==> src/rtl/ptts_pkg.sv <==
// package for the periodic task tick scheduler
// holds sizes, register indexes, controller states and the controller/datapath structs
// no dependencies
package ptts_pkg;

	localparam int TASK_COUNT = 4;
	localparam int TIME_WIDTH = 16;
	localparam int CD_WIDTH   = TIME_WIDTH + 2;
	localparam int TASK_IDX_W = (TASK_COUNT > 1) ? $clog2(TASK_COUNT) : 1;

	// configuration port
	localparam int CFG_IDX_W  = 3;
	localparam int CFG_DATA_W = 48;
	localparam int ACTIVE_W   = 3;

	localparam logic [CFG_IDX_W-1:0] REG_POLICY = 3'd0;
	localparam logic [CFG_IDX_W-1:0] REG_ACTIVE = 3'd1;
	localparam logic [CFG_IDX_W-1:0] REG_TASK0  = 3'd2;

	// policy codes
	localparam logic POLICY_RM  = 1'b0;
	localparam logic POLICY_EDF = 1'b1;

	// most negative deadline countdown
	localparam logic signed [CD_WIDTH-1:0] CD_MIN = {1'b1, {(CD_WIDTH-1){1'b0}}};

	typedef enum logic [1:0] {
		ST_IDLE,
		ST_SCAN,
		ST_DONE
	} ptts_state_t;

	// controller to datapath
	typedef struct packed {
		logic start;
		logic step;
		logic commit;
	} ptts_cmd_t;

	// datapath to controller
	typedef struct packed {
		logic scan_last;
	} ptts_sts_t;

endpackage

==> src/rtl/periodic_task_tick_scheduler.sv <==
// Periodic task tick scheduler, rate monotonic or earliest deadline first.
// Each request on the s_ side is one scheduler tick; it gives exactly one request
// on the m_ side naming the task that runs in that tick, or idle.
// Configuration writes (policy, active task count, per-task period, execution
// time and deadline) go over the cfg_ channel, which is always ready; write only
// while no tick is in progress.
// Sequence: a tick is accepted when s_tready is high, then the sequencer visits
// one task per cycle in ST_SCAN, then commits the result in ST_DONE.
// The result register lets a new tick be accepted while the previous result waits;
// if the receiver still stalls at commit time, the sequencer holds in its last
// step until the result register frees.
// Reset clears all task state, sets policy to rate monotonic, one active task
// and all task parameters to zero; the block is ready straight after reset.
// Depends on ptts_pkg, ptts_ctrl and ptts_dp.
module periodic_task_tick_scheduler (
	input  logic                            clk,
	input  logic                            arst_n,
	input  logic                            s_tvalid,
	output logic                            s_tready,
	input  logic [7:0]                      s_tdata,   // [0] restart, [7:1] zero
	output logic                            m_tvalid,
	input  logic                            m_tready,
	output logic [7:0]                      m_tdata,   // [1:0] selected_task, [7:2] zero
	output logic                            m_tuser,   // [0] idle
	input  logic                            cfg_valid,
	output logic                            cfg_ready,
	input  logic [ptts_pkg::CFG_IDX_W-1:0]  cfg_index,
	input  logic [ptts_pkg::CFG_DATA_W-1:0] cfg_data
);
	import ptts_pkg::*;

	ptts_cmd_t  cmd;
	ptts_sts_t  sts;
	logic [1:0] selected_task;

	assign cfg_ready = 1'b1;

	ptts_ctrl u_ctrl (
		.clk      (clk),
		.arst_n   (arst_n),
		.s_tvalid (s_tvalid),
		.s_tready (s_tready),
		.m_tvalid (m_tvalid),
		.m_tready (m_tready),
		.cmd      (cmd),
		.sts      (sts)
	);

	ptts_dp u_dp (
		.clk           (clk),
		.arst_n        (arst_n),
		.cfg_valid     (cfg_valid),
		.cfg_index     (cfg_index),
		.cfg_data      (cfg_data),
		.restart       (s_tdata[0]),
		.cmd           (cmd),
		.sts           (sts),
		.selected_task (selected_task),
		.idle          (m_tuser)
	);

	// pack result
	assign m_tdata = {6'd0, selected_task};

endmodule

==> src/rtl/ptts_ctrl.sv <==
// sequencer for the tick scheduler: accept, scan over tasks, commit result
// depends on ptts_pkg
module ptts_ctrl (
	input  logic               clk,
	input  logic               arst_n,
	input  logic               s_tvalid,
	output logic               s_tready,
	output logic               m_tvalid,
	input  logic               m_tready,
	output ptts_pkg::ptts_cmd_t cmd,
	input  ptts_pkg::ptts_sts_t sts
);
	import ptts_pkg::*;

	ptts_state_t state_q, state_d;
	logic        m_tvalid_q;

	// next state
	always_comb begin
		state_d = state_q;
		unique case (state_q)
			ST_IDLE: if (s_tvalid) state_d = ST_SCAN;
			ST_SCAN: if (sts.scan_last) state_d = ST_DONE;
			ST_DONE: if (!m_tvalid_q || m_tready) state_d = ST_IDLE;
			default: state_d = ST_IDLE;
		endcase
	end

	// outputs and commands
	always_comb begin
		s_tready   = (state_q == ST_IDLE);
		cmd.start  = (state_q == ST_IDLE) && s_tvalid;
		cmd.step   = (state_q == ST_SCAN);
		cmd.commit = (state_q == ST_DONE) && (!m_tvalid_q || m_tready);
	end

	assign m_tvalid = m_tvalid_q;

	// state and result valid flag
	always_ff @(posedge clk or negedge arst_n) begin
		if (!arst_n) begin
			state_q    <= ST_IDLE;
			m_tvalid_q <= 1'b0;
		end else begin
			state_q <= state_d;
			if (cmd.commit)
				m_tvalid_q <= 1'b1;
			else if (m_tready)
				m_tvalid_q <= 1'b0;
		end
	end

endmodule

==> src/rtl/ptts_dp.sv <==
// datapath of the tick scheduler: config registers, per-task state, scan compare
// depends on ptts_pkg
module ptts_dp (
	input  logic                            clk,
	input  logic                            arst_n,
	input  logic                            cfg_valid,
	input  logic [ptts_pkg::CFG_IDX_W-1:0]  cfg_index,
	input  logic [ptts_pkg::CFG_DATA_W-1:0] cfg_data,
	input  logic                            restart,
	input  ptts_pkg::ptts_cmd_t             cmd,
	output ptts_pkg::ptts_sts_t             sts,
	output logic [1:0]                      selected_task,
	output logic                            idle
);
	import ptts_pkg::*;

	// configuration
	logic                  policy_q;
	logic [ACTIVE_W-1:0]   active_q;
	logic [TIME_WIDTH-1:0] period_q [TASK_COUNT];
	logic [TIME_WIDTH-1:0] exec_q   [TASK_COUNT];
	logic [TIME_WIDTH-1:0] dl_q     [TASK_COUNT];

	// task state
	logic        [TIME_WIDTH-1:0] phase_q [TASK_COUNT];
	logic        [TIME_WIDTH-1:0] work_q  [TASK_COUNT];
	logic signed [CD_WIDTH-1:0]   cd_q    [TASK_COUNT];

	// scan state
	logic                         restart_q;
	logic [TASK_IDX_W-1:0]        idx_q;
	logic                         found_q;
	logic [TASK_IDX_W-1:0]        chosen_q;
	logic [TIME_WIDTH-1:0]        best_per_q;
	logic signed [CD_WIDTH-1:0]   best_cd_q;
	logic [1:0]                   sel_q;
	logic                         idle_q;

	logic [CFG_IDX_W-1:0]         cfg_slot;
	logic                         cfg_task_hit;

	logic                         en;
	logic        [TIME_WIDTH-1:0] ph, wl;
	logic signed [CD_WIDTH-1:0]   cd;
	logic                         cand, better;
	logic        [TIME_WIDTH:0]   ph_next;
	logic        [TIME_WIDTH-1:0] ph_new;
	logic signed [CD_WIDTH-1:0]   cd_new;

	assign cfg_slot     = cfg_index - REG_TASK0;
	assign cfg_task_hit = (cfg_index >= REG_TASK0) && (int'(cfg_slot) < TASK_COUNT);

	assign sts.scan_last = (idx_q == TASK_IDX_W'(TASK_COUNT - 1));

	// one task per cycle: clear, release, candidacy, time advance
	always_comb begin
		en = (ACTIVE_W'(idx_q) < active_q) && (period_q[idx_q] != '0);
		ph = phase_q[idx_q];
		wl = work_q[idx_q];
		cd = cd_q[idx_q];
		if (restart_q || !en) begin
			ph = '0;
			wl = '0;
			cd = '0;
		end
		if (en && ph == '0) begin
			wl = exec_q[idx_q];
			cd = $signed({2'b00, dl_q[idx_q]});
		end
		cand = en && (wl != '0);
		if (policy_q == POLICY_EDF)
			better = !found_q || (cd < best_cd_q);
		else
			better = !found_q || (period_q[idx_q] < best_per_q);
		ph_next = {1'b0, ph} + (TIME_WIDTH+1)'(1);
		ph_new  = ph;
		cd_new  = cd;
		if (en) begin
			ph_new = (ph_next >= {1'b0, period_q[idx_q]}) ? '0 : ph_next[TIME_WIDTH-1:0];
			if (cd > CD_MIN)
				cd_new = cd - CD_WIDTH'(1);
		end
	end

	// configuration registers
	always_ff @(posedge clk or negedge arst_n) begin
		if (!arst_n) begin
			policy_q <= POLICY_RM;
			active_q <= ACTIVE_W'(1);
			for (int i = 0; i < TASK_COUNT; i++) begin
				period_q[i] <= '0;
				exec_q[i]   <= '0;
				dl_q[i]     <= '0;
			end
		end else if (cfg_valid) begin
			if (cfg_index == REG_POLICY)
				policy_q <= cfg_data[0];
			else if (cfg_index == REG_ACTIVE)
				active_q <= cfg_data[ACTIVE_W-1:0];
			else if (cfg_task_hit) begin
				period_q[cfg_slot[TASK_IDX_W-1:0]] <= cfg_data[TIME_WIDTH-1:0];
				exec_q[cfg_slot[TASK_IDX_W-1:0]]   <= cfg_data[16 +: TIME_WIDTH];
				dl_q[cfg_slot[TASK_IDX_W-1:0]]     <= cfg_data[32 +: TIME_WIDTH];
			end
		end
	end

	// task state and scan bookkeeping
	always_ff @(posedge clk or negedge arst_n) begin
		if (!arst_n) begin
			for (int i = 0; i < TASK_COUNT; i++) begin
				phase_q[i] <= '0;
				work_q[i]  <= '0;
				cd_q[i]    <= '0;
			end
			restart_q <= 1'b0;
			idx_q     <= '0;
			found_q   <= 1'b0;
		end else begin
			if (cmd.start) begin
				restart_q <= restart;
				idx_q     <= '0;
				found_q   <= 1'b0;
			end
			if (cmd.step) begin
				phase_q[idx_q] <= ph_new;
				work_q[idx_q]  <= wl;
				cd_q[idx_q]    <= cd_new;
				idx_q          <= idx_q + TASK_IDX_W'(1);
				if (cand && better)
					found_q <= 1'b1;
			end
			if (cmd.commit && found_q)
				work_q[chosen_q] <= work_q[chosen_q] - TIME_WIDTH'(1);
		end
	end

	// best-so-far payload and result register
	always_ff @(posedge clk) begin
		if (cmd.step && cand && better) begin
			chosen_q   <= idx_q;
			best_per_q <= period_q[idx_q];
			best_cd_q  <= cd;
		end
		if (cmd.commit) begin
			sel_q  <= found_q ? 2'(chosen_q) : 2'd0;
			idle_q <= !found_q;
		end
	end

	assign selected_task = sel_q;
	assign idle          = idle_q;

endmodule

==> config.mk <==
export PLATFORM = sky130hd
export DESIGN_NAME = periodic_task_tick_scheduler
export DESIGN_NICKNAME = d
export VERILOG_FILES = /design/src/rtl/ptts_pkg.sv /design/src/rtl/periodic_task_tick_scheduler.sv /design/src/rtl/ptts_ctrl.sv /design/src/rtl/ptts_dp.sv
export SDC_FILE = /design/constraint.sdc
export NUM_CORES = 1
export LEC_CHECK = 0
export ABC_AREA = 1
export BUFFER_PORTS_ARGS = -buffer_cell sky130_fd_sc_hd__clkbuf_2
export CORE_UTILIZATION = 50
export CTS_CLUSTER_DIAMETER = 100
export DETAILED_ROUTE_END_ITERATION = 8
export PLACE_DENSITY_LB_ADDON = 0.05
export SYNTH_ARGS = -nofsm -noshare
export SYNTH_HDL_FRONTEND = slang
export SYNTH_SLANG_ARGS = --single-unit
==> constraint.sdc <==
create_clock -name clk -period 6.2 [get_ports clk]
set_clock_uncertainty 0.15 [all_clocks]
set_input_delay 0.31 -clock clk [delete_from_list [all_inputs] [get_ports clk]]
set_output_delay 0.31 -clock clk [all_outputs]
set_load 0.02 [all_outputs]
==> flow_metrics.env <==
export IMPL_nets=3065
export IMPL_path_clk_slew_ps=60
export IMPL_slew_headroom=0.263
export IMPL_comb_power_share=0.527
export IMPL_cts_num_sinks=442
export IMPL_die_w_um=217
export IMPL_power_leakage_nw=12.9
export IMPL_clkPwrFrac=0.182
export IMPL_top_layer_used="met4"
export IMPL_wl_met3_um=4010
export IMPL_die_h_um=217
export IMPL_ios=76
export IMPL_fin_crit_sh=0.919
export IMPL_fin_area_um2=26000
export IMPL_totalPowerFinal_mw=15.5
export IMPL_drv_slew=0
export IMPL_dr_pass1_iters=5
export IMPL_cap_violations=0
export IMPL_die_area_um2=47200
export IMPL_start_util=0.508
export IMPL_dr_wl_met2_um=31000
export IMPL_cts_root_buffer="clkbuf_16"
export IMPL_rows=78
export IMPL_postSynthAreaPerCell_um2=7.96
export IMPL_drt_total_wl_um=68200
export IMPL_ys_types=52
export IMPL_cts_tree="done"
export IMPL_max_freq_mhz=176
export IMPL_ys_ff_latch=442
export IMPL_arrival_ps=6050
export IMPL_ir_drop_uv=407
export IMPL_crit_slowest_cell="dfrtp_4"
export IMPL_cts_buffer_depth=3
export IMPL_postLayoutCoreUtil=0.571
export IMPL_syn_inst=2910
export IMPL_dp_hpwl_um=41600
export IMPL_grt_antenna_before_repair=0
export IMPL_final_common_cell="nand2_1"
export IMPL_clock_latency_ps=600
export IMPL_gr_total_overflow=0
export IMPL_dominantRegCellSynth="dfrtp_1"
export IMPL_antenna_left=0
export IMPL_ys_seq_area_frac=0.486
export IMPL_mostFrequentLayoutCells="nand2_1 (848), dfrtp_1 (400), o21ai_0 (384)"
export IMPL_yosys_top_cells_area="dfrtp_1 (43%), nand2_1 (14%), o21ai_0 (8.3%), edfxtp_1 (5.1%), inv_1 (3.4%)"
export IMPL_port_buffers=61
export IMPL_drt_met1_wl_um=30700
export IMPL_fin_crit_ps=5700
export IMPL_hold_viol_final=0
export IMPL_p_seq_frac=0.291
export IMPL_drive_gt1_frac=0.0885
export IMPL_max_stage_delay_ps=610
export IMPL_crit_top_cell="nand2_1"
export IMPL_wire_per_inst_um=19.0
export IMPL_grt_max_degree=177
export IMPL_cp_top_family="simple AND/OR/NAND/NOR gates"
export IMPL_cts_made_buffers=48
export IMPL_p_per_area_nw_per_um2=595
export IMPL_vias=20460
export IMPL_rsz0062_at_grt="false"
export IMPL_grt_pass1_wl_um=109000
export IMPL_p_sw_frac=0.484
export IMPL_grt_usage=0.294
export IMPL_drt_iter0_markers=1983
export IMPL_yosysTopAreaCellShare=0.434
export IMPL_synth_cell_area_um2=23200
export IMPL_diodes=0
export IMPL_hold_class="in2reg"
export IMPL_cp_max_fo=52
export IMPL_synth_edff_count=39
export IMPL_async_flop_share=0.912
export IMPL_critPathCaptureType="flop"
export IMPL_ys_warn_count=0
export IMPL_cp_num_buf_inv=8
export IMPL_p_int_mw=7.99
export IMPL_tns_ps=0
export IMPL_core_area_um2=45600
export IMPL_worstSetupPathType="reg2reg"
export IMPL_cp_data_required_time_ps=6550
export IMPL_cp_start_kind="flop"
export IMPL_cts_htree_levels=2
export IMPL_gp_congestion=0.905
export IMPL_yosysTopAreaCell="dfrtp_1"
export IMPL_tightest_slew_ps=1100
export IMPL_drc=0
export IMPL_status="finished, final reports clean"
export IMPL_post_drt_via_cell_ratio=5.71
export IMPL_postPlaceCellArea_um2=23900
export IMPL_setup_viol=0
export IMPL_syn2layout_area_growth_pct=12.3
export IMPL_grt_pass1_vias=19844
export IMPL_switchingPower_mw=7.49
[timing repair]
action | CTS | global route
resized for setup | 0 | 8
hold endpoints to repair | 307 | 0
setup buffers | 0 | 2
hold buffers | 53 | 0
endpoints found under the setup margin | 0 | 108
[layer usage]
metal / vias up / global-route usage
met4: 0 / 0.120
met5: - / 0
met2: 701 / 0.467
met1: 9871 / 0.410
met3: 151 / 0.0333
li1: 9737 / -
[cells by family after synthesis]
family                     after synthesis  share of synthesized area
buffers and inverters                  407                     0.0725
adders and majority gates               58                     0.0313
AOI/OAI and AO/OA                      723                      0.175
and+or+nand+nor                       1244                      0.222
xor gates and xnor gates                34                     0.0129
other                                    2                   0.000324
DFF                                    442                      0.486
[power by group through the flow]
stage / clock, mW / sequential [mW] / combinational [mW]
floorplan: 0 / 4.37 / 5.69
global placement: 0 / 4.51 / 7.86
detailed placement: 0 / 4.53 / 7.99
CTS: 2.86 / 4.49 / 8.05
global route: 2.98 / 4.61 / 9.06
finish: 2.82 / 4.51 / 8.16
[sequential cells by signal (all words and copies together) (netlist names)]
name and cells:
u_dp.cd_q 72, u_dp.dl_q 64, u_dp.exec_q 64, u_dp.period_q 64, u_dp.phase_q 64, u_dp.work_q 64, u_dp.best_cd_q 18, u_dp.best_per_q 16
u_dp.active_q 3, u_ctrl.state_q 2, u_dp.chosen_q 2, u_dp.idx_q 2, u_dp.selected_task 2, u_ctrl.m_tvalid 1, u_dp.found_q 1, u_dp.idle 1
u_dp.policy_q 1, u_dp.restart_q 1
[final timing paths]
check	depth (start not counted)	end	slack (ps)	startpoint
worst min-delay path	5	u_dp.active_q[0]	40	cfg_valid
worst max-delay path	30	u_dp.phase_q[16]	500	u_dp.idx_q[0]
worst min register to register	2	u_dp.cd_q[34]	330	u_dp.cd_q[34]
worst max register to register	30	u_dp.phase_q[16]	500	u_dp.idx_q[0]
max in group asynchronous	3	u_dp.idx_q[0]	4180	arst_n
min in group asynchronous	2	u_dp.phase_q[2]	200	arst_n
[worst reg2reg max path, delay by kind of cell (launching register included)]
kind,cells,cell delay (ps)
AOI/OAI and AO/OA,4,970
xor gates and xnor gates,1,220
adders and majority gates,1,300
buffers and inverters,8,1120
DFF,1,610
and+or+nand+nor,16,2230
[layout make-up]
cell class,instances,area [um^2]
Inverter,220,837
Clock inverter,17,123
Timing Repair Buffer,165,1290
Multi-Input combinational cell,2066,10300
Fill cell,4212,19600
Tap cell,600,751
Sequential cell,442,11300
Clock buffer,73,1420
[synth_stat cells (5+ instances only)]
master / count
o2111ai_1: 5
dfrtp_1: 402
nor2_1: 184
buf_2: 28
o21ai_1: 21
nand2_1: 854
nand2_2: 23
nor2_2: 8
nor2_4: 6
a32o_1: 13
o21ai_0: 384
xor2_1: 27
buf_6: 10
nor3_1: 12
edfxtp_1: 39
ha_1: 58
inv_1: 210
a221oi_1: 7
nand3_1: 87
a211oi_1: 7
a22oi_1: 76
nand3b_1: 5
a21oi_1: 141
nand4_1: 52
buf_4: 11
inv_2: 6
xnor2_1: 7
clkbuf_1: 119
o22ai_1: 53
buf_1: 19
[per-stage QoR]
stage | hold WS (ps) | setup WS, ps | cells
2_1_floorplan | -136 | 780 | 2915
3_3_place_gp | 277 | 329 | 3438
3_5_place_dp | 268 | 229 | 3438
4_1_cts | 8.00 | 193 | 3581
5_1_grt | 99.6 | 92.5 | 3583
6_report | 39.4 | 504 | 3583
No activity file was read; power rests on OpenSTA's default activity.
